### config.mk
export PLATFORM = sky130hd
export DESIGN_NAME = wildcard_byte_pattern_scan
export DESIGN_NICKNAME = d
export VERILOG_FILES = /design/src/rtl/core/wbps_pkg.sv /design/src/rtl/core/wildcard_byte_pattern_scan.sv /design/src/rtl/core/wbps_match_array.sv /design/src/rtl/core/wbps_result.sv
export SDC_FILE = /design/constraint.sdc
export NUM_CORES = 1
export LEC_CHECK = 0
export BUFFER_PORTS_ARGS = -buffer_cell sky130_fd_sc_hd__buf_2
export CAP_MARGIN = 0
export CORE_ASPECT_RATIO = 2
export CORE_MARGIN = 5
export CORE_UTILIZATION = 60
export DETAILED_ROUTE_END_ITERATION = 12
export PLACE_DENSITY_LB_ADDON = 0.15
export SYNTH_ARGS = -nofsm -noshare
export SYNTH_HDL_FRONTEND = slang
export SYNTH_SLANG_ARGS = --single-unit
### constraint.sdc
create_clock -name clock -period 8.55 [get_ports clock]
set_input_delay 0.4275 -clock clock [delete_from_list [all_inputs] [get_ports clock]]
set_output_delay 0.4275 -clock clock [all_outputs]
set_load 0.01 [all_outputs]
### src/rtl/core/wbps_pkg.sv
// Package for the wildcard byte pattern scan.
// Holds field widths, command codes, reset values and the per-item control struct.
// No dependencies.
package wbps_pkg;

   localparam int PATTERN_MAX_DEFAULT = 64;
   localparam int OFFSET_BITS_DEFAULT = 32;

   localparam int PAT_INDEX_W    = 6;
   localparam int BYTE_W         = 8;
   localparam int LEN_W          = 7;
   localparam int MATCH_OFFSET_W = 32;

   localparam logic CMD_PATTERN = 1'b0;
   localparam logic CMD_DATA    = 1'b1;

   localparam logic [LEN_W-1:0] PATTERN_LENGTH_RESET = 7'd1;

   // Control for the item that leaves the input register this cycle.
   typedef struct packed {
      logic wr_pat;   // write one pattern entry
      logic shift;    // consume one region byte
      logic last;     // that byte closes the region
   } scan_ctl_type;

endpackage

### src/rtl/core/wildcard_byte_pattern_scan.sv
// Top level of the wildcard byte pattern scan: input register, length register,
// match array and result register. Depends on wbps_pkg, wbps_match_array, wbps_result.
//
//   channel   direction  handshake             payload
//   req_      in         req_valid/req_stall   cmd, pattern_index/byte/care, data_byte/last
//   rsp_      out        rsp_valid/rsp_stall   found, match_offset
//   csr_      in         csr_wr_en             csr_wr_data (pattern length)
//
// One item per cycle while req_stall is low. An item waits in the input register and its
// result, if any, is loaded into the result register when the item leaves it. Synchronous
// reset clears the match vector, the byte position, the length (to one) and all valid
// flags; pattern entries are not cleared. A stall on rsp_ holds the result and backs up
// into req_stall only once the input register is also full.
module wildcard_byte_pattern_scan #(
   parameter int PATTERN_MAX = wbps_pkg::PATTERN_MAX_DEFAULT,
   parameter int OFFSET_BITS = wbps_pkg::OFFSET_BITS_DEFAULT
) (
   input  logic                                  clock,
   input  logic                                  reset,
   input  logic                                  req_valid,
   output logic                                  req_stall,
   input  logic                                  req_cmd,
   input  logic [wbps_pkg::PAT_INDEX_W-1:0]      req_pattern_index,
   input  logic [wbps_pkg::BYTE_W-1:0]           req_pattern_byte,
   input  logic                                  req_pattern_care,
   input  logic [wbps_pkg::BYTE_W-1:0]           req_data_byte,
   input  logic                                  req_data_last,
   output logic                                  rsp_valid,
   input  logic                                  rsp_stall,
   output logic                                  rsp_found,
   output logic [wbps_pkg::MATCH_OFFSET_W-1:0]   rsp_match_offset,
   input  logic                                  csr_wr_en,
   input  logic [wbps_pkg::LEN_W-1:0]            csr_wr_data
);
   import wbps_pkg::*;

   localparam int LEN_BITS = $clog2(PATTERN_MAX + 1);

   logic                   s1_valid_ff;
   logic                   s1_valid_in;
   logic                   s1_cmd_ff;
   logic [PAT_INDEX_W-1:0] s1_index_ff;
   logic [BYTE_W-1:0]      s1_pat_byte_ff;
   logic                   s1_care_ff;
   logic [BYTE_W-1:0]      s1_data_ff;
   logic                   s1_last_ff;
   logic [LEN_W-1:0]       length_ff;
   logic [31:0]            len_clamped;
   logic [LEN_BITS-1:0]    used_len;
   logic                   advance;
   logic                   req_take;
   logic                   hit;
   scan_ctl_type           ctl;

   // The input register drains whenever the result register is free or emptying.
   assign advance   = s1_valid_ff && (!rsp_valid || !rsp_stall);
   assign req_stall = s1_valid_ff && !advance;
   assign req_take  = req_valid && !req_stall;

   always_comb begin
      s1_valid_in = s1_valid_ff;
      if (req_take) begin
         s1_valid_in = 1'b1;
      end else if (advance) begin
         s1_valid_in = 1'b0;
      end
   end

   always_ff @(posedge clock) begin
      if (reset) begin
         s1_valid_ff <= 1'b0;
         length_ff   <= PATTERN_LENGTH_RESET;
      end else begin
         s1_valid_ff <= s1_valid_in;
         if (csr_wr_en) begin
            length_ff <= csr_wr_data;
         end
      end
   end

   always_ff @(posedge clock) begin
      if (req_take) begin
         s1_cmd_ff      <= req_cmd;
         s1_index_ff    <= req_pattern_index;
         s1_pat_byte_ff <= req_pattern_byte;
         s1_care_ff     <= req_pattern_care;
         s1_data_ff     <= req_data_byte;
         s1_last_ff     <= req_data_last;
      end
   end

   // A length of zero behaves as one; lengths past the store depth are capped.
   always_comb begin
      len_clamped = 32'(length_ff);
      if (len_clamped == 32'd0) begin
         len_clamped = 32'd1;
      end else if (len_clamped > 32'(PATTERN_MAX)) begin
         len_clamped = 32'(PATTERN_MAX);
      end
   end
   assign used_len = LEN_BITS'(len_clamped);

   assign ctl.wr_pat = advance && (s1_cmd_ff == CMD_PATTERN);
   assign ctl.shift  = advance && (s1_cmd_ff == CMD_DATA);
   assign ctl.last   = s1_last_ff;

   wbps_match_array #(
      .PATTERN_MAX (PATTERN_MAX),
      .LEN_BITS    (LEN_BITS)
   ) u_match_array (
      .clock         (clock),
      .reset         (reset),
      .ctl           (ctl),
      .pattern_index (s1_index_ff),
      .pattern_byte  (s1_pat_byte_ff),
      .pattern_care  (s1_care_ff),
      .data_byte     (s1_data_ff),
      .used_len      (used_len),
      .hit           (hit)
   );

   wbps_result #(
      .OFFSET_BITS (OFFSET_BITS),
      .LEN_BITS    (LEN_BITS)
   ) u_result (
      .clock            (clock),
      .reset            (reset),
      .ctl              (ctl),
      .hit              (hit),
      .used_len         (used_len),
      .rsp_stall        (rsp_stall),
      .rsp_valid        (rsp_valid),
      .rsp_found        (rsp_found),
      .rsp_match_offset (rsp_match_offset)
   );

endmodule

### src/rtl/core/wbps_match_array.sv
// Pattern entries and the shift-and partial match vector, one cell per position.
// Depends on wbps_pkg.
module wbps_match_array #(
   parameter int PATTERN_MAX = wbps_pkg::PATTERN_MAX_DEFAULT,
   parameter int LEN_BITS    = $clog2(PATTERN_MAX + 1)
) (
   input  logic                                clock,
   input  logic                                reset,
   input  wbps_pkg::scan_ctl_type              ctl,
   input  logic [wbps_pkg::PAT_INDEX_W-1:0]    pattern_index,
   input  logic [wbps_pkg::BYTE_W-1:0]         pattern_byte,
   input  logic                                pattern_care,
   input  logic [wbps_pkg::BYTE_W-1:0]         data_byte,
   input  logic [LEN_BITS-1:0]                 used_len,
   output logic                                hit
);
   import wbps_pkg::*;

   localparam int IDX_BITS = (PATTERN_MAX > 1) ? $clog2(PATTERN_MAX) : 1;

   logic [BYTE_W-1:0]      pat_ff [PATTERN_MAX];
   logic                   care_ff [PATTERN_MAX];
   logic [PATTERN_MAX-1:0] vec_ff;
   logic [PATTERN_MAX-1:0] vec_in;
   logic [PATTERN_MAX-1:0] cell_ok;
   logic [LEN_BITS-1:0]    len_m1;
   logic [IDX_BITS-1:0]    hit_sel;

   for (genvar k = 0; k < PATTERN_MAX; k++) begin : g_cell
      always_ff @(posedge clock) begin
         if (ctl.wr_pat && (32'(pattern_index) == k)) begin
            pat_ff[k]  <= pattern_byte;
            care_ff[k] <= pattern_care;
         end
      end

      assign cell_ok[k] = (32'(used_len) > k) && (!care_ff[k] || (pat_ff[k] == data_byte));

      if (k == 0) begin : g_first
         assign vec_in[k] = cell_ok[k];
      end else begin : g_rest
         assign vec_in[k] = vec_ff[k-1] && cell_ok[k];
      end
   end

   always_ff @(posedge clock) begin
      if (reset) begin
         vec_ff <= '0;
      end else if (ctl.shift) begin
         vec_ff <= ctl.last ? '0 : vec_in;
      end
   end

   // The full match bit is the one at the last position in use.
   assign len_m1  = used_len - LEN_BITS'(1);
   assign hit_sel = IDX_BITS'(len_m1);
   assign hit     = vec_in[hit_sel];

endmodule

### src/rtl/core/wbps_result.sv
// Byte position counter, report flag and the result register.
// Depends on wbps_pkg.
module wbps_result #(
   parameter int OFFSET_BITS = wbps_pkg::OFFSET_BITS_DEFAULT,
   parameter int LEN_BITS    = $clog2(wbps_pkg::PATTERN_MAX_DEFAULT + 1)
) (
   input  logic                                  clock,
   input  logic                                  reset,
   input  wbps_pkg::scan_ctl_type                ctl,
   input  logic                                  hit,
   input  logic [LEN_BITS-1:0]                   used_len,
   input  logic                                  rsp_stall,
   output logic                                  rsp_valid,
   output logic                                  rsp_found,
   output logic [wbps_pkg::MATCH_OFFSET_W-1:0]   rsp_match_offset
);
   import wbps_pkg::*;

   localparam int WIDE_BITS = (OFFSET_BITS > MATCH_OFFSET_W) ? OFFSET_BITS : MATCH_OFFSET_W;

   logic [OFFSET_BITS-1:0]    pos_ff;
   logic [OFFSET_BITS-1:0]    pos_in;
   logic                      reported_ff;
   logic                      reported_in;
   logic                      valid_ff;
   logic                      valid_in;
   logic                      found_ff;
   logic [MATCH_OFFSET_W-1:0] offset_ff;
   logic                      emit;
   logic [LEN_BITS-1:0]       len_m1;
   logic [OFFSET_BITS-1:0]    start_pos;
   logic [WIDE_BITS-1:0]      start_wide;

   assign len_m1     = used_len - LEN_BITS'(1);
   assign start_pos  = pos_ff - OFFSET_BITS'(len_m1);
   assign start_wide = WIDE_BITS'(start_pos);

   // Only the first match of a region is reported; a region without one
   // reports not found on its last byte.
   assign emit = ctl.shift && !reported_ff && (hit || ctl.last);

   always_comb begin
      pos_in      = pos_ff;
      reported_in = reported_ff;
      if (ctl.shift) begin
         if (ctl.last) begin
            pos_in      = '0;
            reported_in = 1'b0;
         end else begin
            pos_in = pos_ff + OFFSET_BITS'(1);
            if (hit) begin
               reported_in = 1'b1;
            end
         end
      end
      valid_in = valid_ff;
      if (emit) begin
         valid_in = 1'b1;
      end else if (valid_ff && !rsp_stall) begin
         valid_in = 1'b0;
      end
   end

   always_ff @(posedge clock) begin
      if (reset) begin
         pos_ff      <= '0;
         reported_ff <= 1'b0;
         valid_ff    <= 1'b0;
      end else begin
         pos_ff      <= pos_in;
         reported_ff <= reported_in;
         valid_ff    <= valid_in;
      end
   end

   always_ff @(posedge clock) begin
      if (emit) begin
         found_ff  <= hit;
         offset_ff <= hit ? start_wide[MATCH_OFFSET_W-1:0] : '0;
      end
   end

   assign rsp_valid        = valid_ff;
   assign rsp_found        = found_ff;
   assign rsp_match_offset = offset_ff;

endmodule

==> impl_metrics.json, run 1 <==
{
  "routed_via_density": 6.27,
  "dieWidth_um": 174,
  "yosysSeqAreaShare": 0.652,
  "critPathKind": "flip-flop to flip-flop",
  "hold_path_class": "primary input to flip-flop",
  "leakagePower_nw": 11.2,
  "ys_seq_elements": 739,
  "synthesis.area_mm2": 0.0324,
  "final.period_utilization": 0.663,
  "cap_violations": 0,
  "wirelength_um": 88700,
  "nets": 2552,
  "remaining_drc_errors": 0,
  "die_y_um": 339,
  "antenna_found_initial": 1,
  "rows": 120,
  "die_area_mm2": 0.0591,
  "period_minus_slack_ps": 5670,
  "coreArea_mm2": 0.0536,
  "crit_required_ps": 8840,
  "initial_core_util": 0.605,
  "post_cts_buffers": 0,
  "drive_above_1_share": 0.0908,
  "tritoncts": "built",
  "final_core_util": 0.666,
  "crit_path_end_kind": "flip-flop",
  "grt_overflow": 0,
  "wl_per_cell_um": 27.5,
  "start_kind": "flip-flop",
  "synth_edf_count": 634,
  "ant_nets": 0,
  "first_iter_violations": 1717,
  "design_power_total_mw": 7.58,
  "routabilityCongestion": 1.01,
  "final.fill_count": 3842,
  "max_freq_mhz": 176,
  "slowest_delay_ps": 620,
  "clk_path_buf_depth": 3,
  "rsz0062_at_grt": "no",
  "htree_num_levels": 2,
  "syn_avg_cell_area_um2": 13.3,
  "hold_viol_final": 0,
  "synthFlopType": "edfxtp_1",
  "insertion_delay_ps": 650,
  "cts_buffers": 61,
  "crit_path_cell_trace": "buf_4 -> nor3_2 -> a21o_4 -> inv_2 -> ha_1 -> inv_1 -> xnor2_1 -> buf_4 -> inv_1 -> buf_4 -> and2_1 -> nand4_1 -> a22oi_1 -> nand4b_1 -> a2111oi_2 -> a41oi_4 -> a211oi_4 -> buf_4",
  "first_pass_iters": 6,
  "dpl_cell_area_mm2": 0.0333,
  "outcome": "completed",
  "syn-num-nets": 2488,
  "area_growth_pct": 10.0,
  "first_global_vias": 20800,
  "diodes": 0,
  "path_clk_slew_ps": 60,
  "ir_drop_uv": 194,
  "path_common_cell": "buf_4",
  "synth.distinct_cells": 78,
  "cts_resized": 0,
  "vias": 20200,
  "cp_max_fo": 33,
  "design_area_mm2": 0.0357,
  "fin_skew_ps": 24.5,
  "slew_headroom": 0.140,
  "port_buffers": 71,
  "worst_slew_pin_slew_ps": 1280,
  "fin_tns_setup_ps": 0,
  "postSynthCellCount": 2437,
  "worstPathArrival_ps": 5950,
  "setup_viol": 0,
  "multi_input_area_mm2": 0.0105,
  "async_reset_ff_frac": 0,
  "hpwl_um": 55100,
  "cts_sinks": 739,
  "crit_slowest_cell": "dfxtp_2",
  "seq_area_mm2": 0.0211,
  "cts-root-buf": "clkbuf_16",
  "gr-usage-all-layers": 0.295,
  "final_max_slew_viol_count": 0,
  "yosys_warnings": 0,
  "grt_start_max_net_pins": 75,
  "grt_pass1_wl_um": 130000,
  "power.density_mw_per_mm2": 212,
  "design.portCount": 72
}
-- power breakdown --
part	switching, mW	internal [mW]	total [mW]
clock	1.29	1.69	2.97
combinational	0.417	0.205	0.622
sequential	0.0346	3.95	3.98
total	1.74	5.84	7.58
-- stage by stage --
| step | hold slack [ps] | cells | setup WS, ps |
|---|---|---|---|
| floorplan | 428 | 2437 | 2350 |
| global placement | 437 | 3084 | 3160 |
| detailed placement | 443 | 3084 | 3010 |
| CTS | 14.4 | 3225 | 3000 |
| global route | 30.6 | 3225 | 2590 |
| finish | 43.2 | 3225 | 2880 |
-- critical path: cells and delay by family, from the launching register on --
| kind | cells | cell delay, ps |
|---|---|---|
| AO/OA/AOI/OAI | 5 | 1480 |
| flip-flops | 1 | 620 |
| buffers and inverters | 7 | 1960 |
| AND/OR/NAND/NOR | 4 | 600 |
| XOR/XNOR | 1 | 140 |
| adder cells (fa/ha/maj) | 1 | 430 |
-- final cells by class --
class                   instances  area share
clock buffers                  85      0.0473
clock inverters                31      0.0124
inverters                      23     0.00242
multi-input cells            1544       0.295
flip-flops and latches        739       0.592
well taps                     671      0.0235
repair buffers                132      0.0270
-- metal layers --
layer | share of wire | track usage | vias to the layer above
li1 | - | - | 9006
met1 | 0.36 | 0.335 | 10200
met2 | 0.52 | 0.534 | 814
met3 | 0.053 | 0.0338 | 246
met4 | 0.067 | 0.166 | 0
met5 | 0 | 0 | -
-- path summary, 6_finish.rpt --
| check | from | endpoint | slack (ps) | depth (start not counted) |
|---|---|---|---|---|
| setup / recovery | length_ff[6]$_SDFFE_PP0P_ | u_result.rsp_match_offset[12]$_SDFFCE_PN0P_ | 2880 | 18 |
| hold / removal | csr_wr_data[1] | length_ff[1]$_SDFFE_PP0P_ | 40 | 3 |
| setup reg to reg | length_ff[6]$_SDFFE_PP0P_ | u_result.rsp_match_offset[12]$_SDFFCE_PN0P_ | 2880 | 18 |
| hold reg to reg | u_match_array.vec_ff[59]$_SDFFE_PP0P_ | u_match_array.vec_ff[59]$_SDFFE_PP0P_ | 450 | 2 |
-- registers in the layout (all words and copies together), names as in the netlist, 6 cells and up --
| register | cells |
|---|---|
| u_match_array.pat_ff | 512 |
| u_match_array.care_ff | 64 |
| u_match_array.vec_ff | 63 |
| u_result.pos_ff | 32 |
| u_result.rsp_match_offset | 32 |
| s1_data_ff | 8 |
| s1_pat_byte_ff | 8 |
| length_ff | 7 |
| s1_index_ff | 6 |
-- logic make-up (layout without fill, tap and decap cells) --
group	Yosys count	in the layout	share of synthesized area
flip-flops	739	739	0.652
AND/OR/NAND/NOR	657	657	0.103
XOR/XNOR	561	561	0.151
AO/OA/AOI/OAI	303	303	0.0606
buffers and inverters	154	271	0.0246
adder cells (fa/ha/maj)	14	14	0.00563
multiplexers	9	9	0.00293
-- repair_timing --
| action | 4_1_cts | 5_1_grt |
|---|---|---|
| endpoints found under the hold margin | 25 | 0 |
| hold buffers | 25 | 0 |
| endpoints found under the setup margin | 0 | 0 |
-- cells in the final DEF, fill, tap and decap left out, types with 18 or more instances in the layout --
cell / synthesis / routed
inv_1: 21 / 21
clkbuf_1: 43 / 18
nand3_1: 36 / 36
nor3_1: 27 / 27
dlygate4sd3_1: 0 / 25
nand2_1: 101 / 100
buf_4: 26 / 29
buf_2: 50 / 71
a21oi_1: 77 / 77
nor2_1: 210 / 208
edfxtp_1: 634 / 634
o21ai_0: 94 / 94
clkbuf_16: 0 / 62
xnor2_1: 492 / 492
nand4_1: 159 / 159
xor2_1: 69 / 69
dfxtp_1: 105 / 104
-- cells in the mapped netlist (all sizes together) (9+ instances only) --
cell type	number	area share
clkbuf	43	0.0050
nor2	218	0.026
dfxtp	105	0.065
nand2	101	0.012
a21oi	80	0.013
and2	9	0.0017
o211ai	11	0.0025
nand2b	12	0.0023
inv	23	0.0027
nand4	159	0.031
xor2	69	0.019
nand3b	9	0.0021
a21o	9	0.0023
o21ai	95	0.015
nor4	17	0.0037
ha	13	0.0050
or3	16	0.0032
edfxtp	634	0.59
and3	13	0.0025
nand3	36	0.0056
nor3	28	0.0045
o31ai	9	0.0021
a31oi	9	0.0017
buf	88	0.017
nor2b	10	0.0019
a32oi	15	0.0041
xnor2	492	0.13
a22oi	16	0.0037
(Power assumes the default switching activity.)
==> run 2, diff against run 1 <==
--- a/config.mk
+++ b/config.mk
@@ -5,11 +5,12 @@
 export SDC_FILE = /design/constraint.sdc
 export NUM_CORES = 1
 export LEC_CHECK = 0
+export ABC_AREA = 1
 export BUFFER_PORTS_ARGS = -buffer_cell sky130_fd_sc_hd__buf_2
 export CAP_MARGIN = 0
 export CORE_ASPECT_RATIO = 2
 export CORE_MARGIN = 5
-export CORE_UTILIZATION = 60
+export CORE_UTILIZATION = 57
 export DETAILED_ROUTE_END_ITERATION = 12
 export PLACE_DENSITY_LB_ADDON = 0.15
 export SYNTH_ARGS = -nofsm -noshare
==> constraint.sdc (replaced) <==
create_clock -name clock -period 5.1 [get_ports clock]
set_input_delay 0.255 -clock clock [delete_from_list [all_inputs] [get_ports clock]]
set_output_delay 0.255 -clock clock [all_outputs]
set_load 0.01 [all_outputs]
==> run 2 against run 1 <==
  * Final cell count up 30%
  * Register-to-register slack got worse by 2400 ps
  * Sequential share of layout area decreased by 3.4 points
  * Worst setup slack got worse by 2400 ps
  * Non-clock buffer count increased by 41
  * Utilization shrank 2.5 points
  * Clock skew is 4.5 ps higher
  * Critical path type unchanged
  * Largest power group unchanged
  * Highest routed layer unchanged
==> impl_metrics.json, run 2 <==
{
  "outcome": "completed",
  "final_core_util": 0.640,
  "routabilityCongestion": 0.975,
  "gr-usage-all-layers": 0.306,
  "hold_viol_final": 0,
  "routed_via_density": 5.77,
  "p_sw_mw": 3.08,
  "cp_max_fo": 9,
  "p_int_mw": 9.85,
  "p_comb_frac": 0.092,
  "crit_required_ps": 5420,
  "p_clk_frac": 0.393,
  "synth_edf_count": 634,
  "leakagePower_nw": 13.6,
  "yosys_warnings": 0,
  "grt_start_max_net_pins": 71,
  "cts-root-buf": "clkbuf_16",
  "synth.largest_area_cell": "edfxtp_1",
  "hpwl_um": 65900,
  "first_pass_iters": 6,
  "final-instance-count-excl-fill": 4199,
  "setup_viol": 0,
  "path_clk_slew_ps": 70,
  "critPathKind": "flip-flop to flip-flop",
  "insertion_delay_ps": 610,
  "vias": 24200,
  "slew_headroom": 0.209,
  "dp_cells": 4043,
  "worst_slew_pin_slew_ps": 1190,
  "path_common_cell": "nand2_1",
  "cts_sinks": 739,
  "die_y_um": 355,
  "htree_num_levels": 3,
  "reg.largest.list": "u_match_array.pat_ff (512), u_match_array.care_ff (64), u_match_array.vec_ff (63)",
  "remaining_drc_errors": 0,
  "post_cts_buffers": 0,
  "syn_avg_cell_area_um2": 10.4,
  "final_cell_mix": "800 x nand2_1, 634 x edfxtp_1, 346 x xnor2_1",
  "synth.area.top_cells": "edfxtp_1 56%, xnor2_1 8.9%, nand2_1 8.8%",
  "die_area_mm2": 0.0650,
  "largest_register_ffs": 512,
  "final_max_slew_viol_count": 0,
  "yosysSeqAreaShare": 0.622,
  "coreArea_mm2": 0.0591,
  "drive_above_1_share": 0.101,
  "worst-path-buf-inv": 4,
  "cts_buffers": 67,
  "seq_power_share": 0.516,
  "layout_commonest_cell": "nand2_1",
  "rsz0062_at_grt": "no",
  "post-synth-top-count-cell": "nand2_1",
  "ant_nets": 0,
  "synthFlopType": "edfxtp_1",
  "dieWidth_um": 183,
  "synth_compound_area_frac": 0.0333,
  "synthesis.area_mm2": 0.0340,
  "clk_path_buf_depth": 3,
  "fin_tns_setup_ps": 0,
  "fin_skew_ps": 29.0,
  "wl_per_cell_um": 24.0,
  "design_power_total_mw": 12.9,
  "period_minus_slack_ps": 4660,
  "final.fill_count": 4656,
  "design.portCount": 72,
  "area_growth_pct": 11.3,
  "top_register": "u_match_array.pat_ff",
  "slowest_delay_ps": 570,
  "worstPathArrival_ps": 4980,
  "async_reset_ff_frac": 0,
  "syn-num-nets": 3311,
  "grt_pass1_wl_um": 148000,
  "ys_seq_elements": 739,
  "first_global_vias": 24500,
  "synth_common_cells": "800 x nand2_1, 634 x edfxtp_1, 346 x xnor2_1",
  "synthAdderAreaFrac": 0.00537,
  "critPathTopFamily": "simple AND/OR/NAND/NOR gates",
  "final.period_utilization": 0.915,
  "rows": 126,
  "max_freq_mhz": 214,
  "port_buffers": 71,
  "synthMuxAreaShare": 0,
  "postSynthCellCount": 3260,
  "initial_core_util": 0.575,
  "synth-simple-area-share": 0.201,
  "crit_path_cell_trace": "inv_4 -> nand2_2 -> nor2_1 -> nand2_1 -> nand2_2 -> nand2_4 -> ha_1 -> nand2_1 -> inv_1 -> xor2_1 -> ha_1 -> a21oi_1 -> o21ai_0 -> a31oi_1 -> nand4_1 -> inv_1 -> nand2_1 -> nor2_1 -> inv_1 -> nor2_2 -> nand2_1 -> o21ai_0 -> a21oi_2",
  "first_iter_violations": 1873,
  "ir_drop_uv": 348,
  "start_kind": "flip-flop",
  "synth_top_family_by_area": "simple AND/OR/NAND/NOR gates",
  "tritoncts": "built",
  "hold_path_class": "primary input to flip-flop",
  "crit_slowest_cell": "dfxtp_1",
  "antenna_found_initial": 0,
  "crit_path_end_kind": "flip-flop",
  "nets": 3431,
  "yosysTopAreaCellShare": 0.560,
  "timing.hold.ws_ps": 305,
  "synthXorXnorAreaFrac": 0.0973,
  "switching_share": 0.238,
  "power.density_mw_per_mm2": 341,
  "wirelength_um": 101000,
  "diodes": 0,
  "grt_overflow": 0,
  "cap_violations": 0,
  "synth.distinct_cells": 45
}
run 2: power groups by stage:
stage	clock [mW]	sequential, mW	combinational [mW]
6_report	5.07	6.66	1.19
5_1_grt	5.38	6.66	1.27
4_1_cts	5.13	6.66	1.19
3_5_place_dp	0	6.80	1.16
3_3_place_gp	0	6.80	1.14
2_1_floorplan	0	6.82	0.703
run 2: per-layer routing:
metal  wire (µm)  track usage  vias to the layer above
li1            -            -                    11200
met2       53300        0.561                     1000
met3        6070       0.0447                      306
met4        7680        0.200                        0
met5           0            0                        -
met1       33800        0.322                    11800
run 2: timing repair:
item / CTS / global route
hold buffers: 36 / 0
endpoints found under the setup margin: 0 / 1
gates resized for setup: 0 / 1
endpoints found under the hold margin: 34 / 0
run 2: cell type report:
type	count	area, µm²	share of cell area
Inverter	220	831	0.0219
Multi-Input combinational cell	2179	11500	0.303
Clock inverter	37	393	0.0104
Sequential cell	739	21100	0.558
Timing Repair Buffer	173	1290	0.0340
Clock buffer	83	1790	0.0473
Tap cell	768	961	0.0254
run 2: stage by stage:
stage	setup WS [ps]	instance area, µm²
after floorplan	1010	34000
after global placement	476	35300
after detailed placement	409	35300
after CTS	356	37900
after global routing	96.6	37900
final	436	37900
run 2: cells by family after synthesis:
kind of cell / after synthesis
compound gates: 204
xor+xnor: 377
fa+ha+maj: 14
simple gates: 1584
buf+inv: 342
flops: 739
run 2: final timing paths:
| check | depth (start not counted) | slack, ps | start | endpoint |
|---|---|---|---|---|
| max | 23 | 440 | length_ff[2]$_SDFFE_PP0P_ | u_result.rsp_match_offset[27]$_SDFFCE_PN0P_ |
| min reg2reg | 2 | 460 | u_match_array.vec_ff[7]$_SDFFE_PP0P_ | u_match_array.vec_ff[7]$_SDFFE_PP0P_ |
| max reg2reg | 23 | 440 | length_ff[2]$_SDFFE_PP0P_ | u_result.rsp_match_offset[27]$_SDFFCE_PN0P_ |
| min | 3 | 310 | reset | u_match_array.vec_ff[33]$_SDFFE_PP0P_ |
run 2: worst reg2reg max path, cell delays in order (launching register included):
cell     delay [ps]
dfxtp_1         570
inv_4           110
nand2_2         180
nor2_1           80
nand2_1         160
nand2_2         100
nand2_4         120
ha_1            230
nand2_1         110
inv_1            90
xor2_1          210
ha_1            330
a21oi_1         140
o21ai_0         160
a31oi_1         340
nand4_1         200
inv_1           120
nand2_1         160
nor2_1          200
inv_1           100
nor2_2          250
nand2_1         110
o21ai_0         230
a21oi_2          90
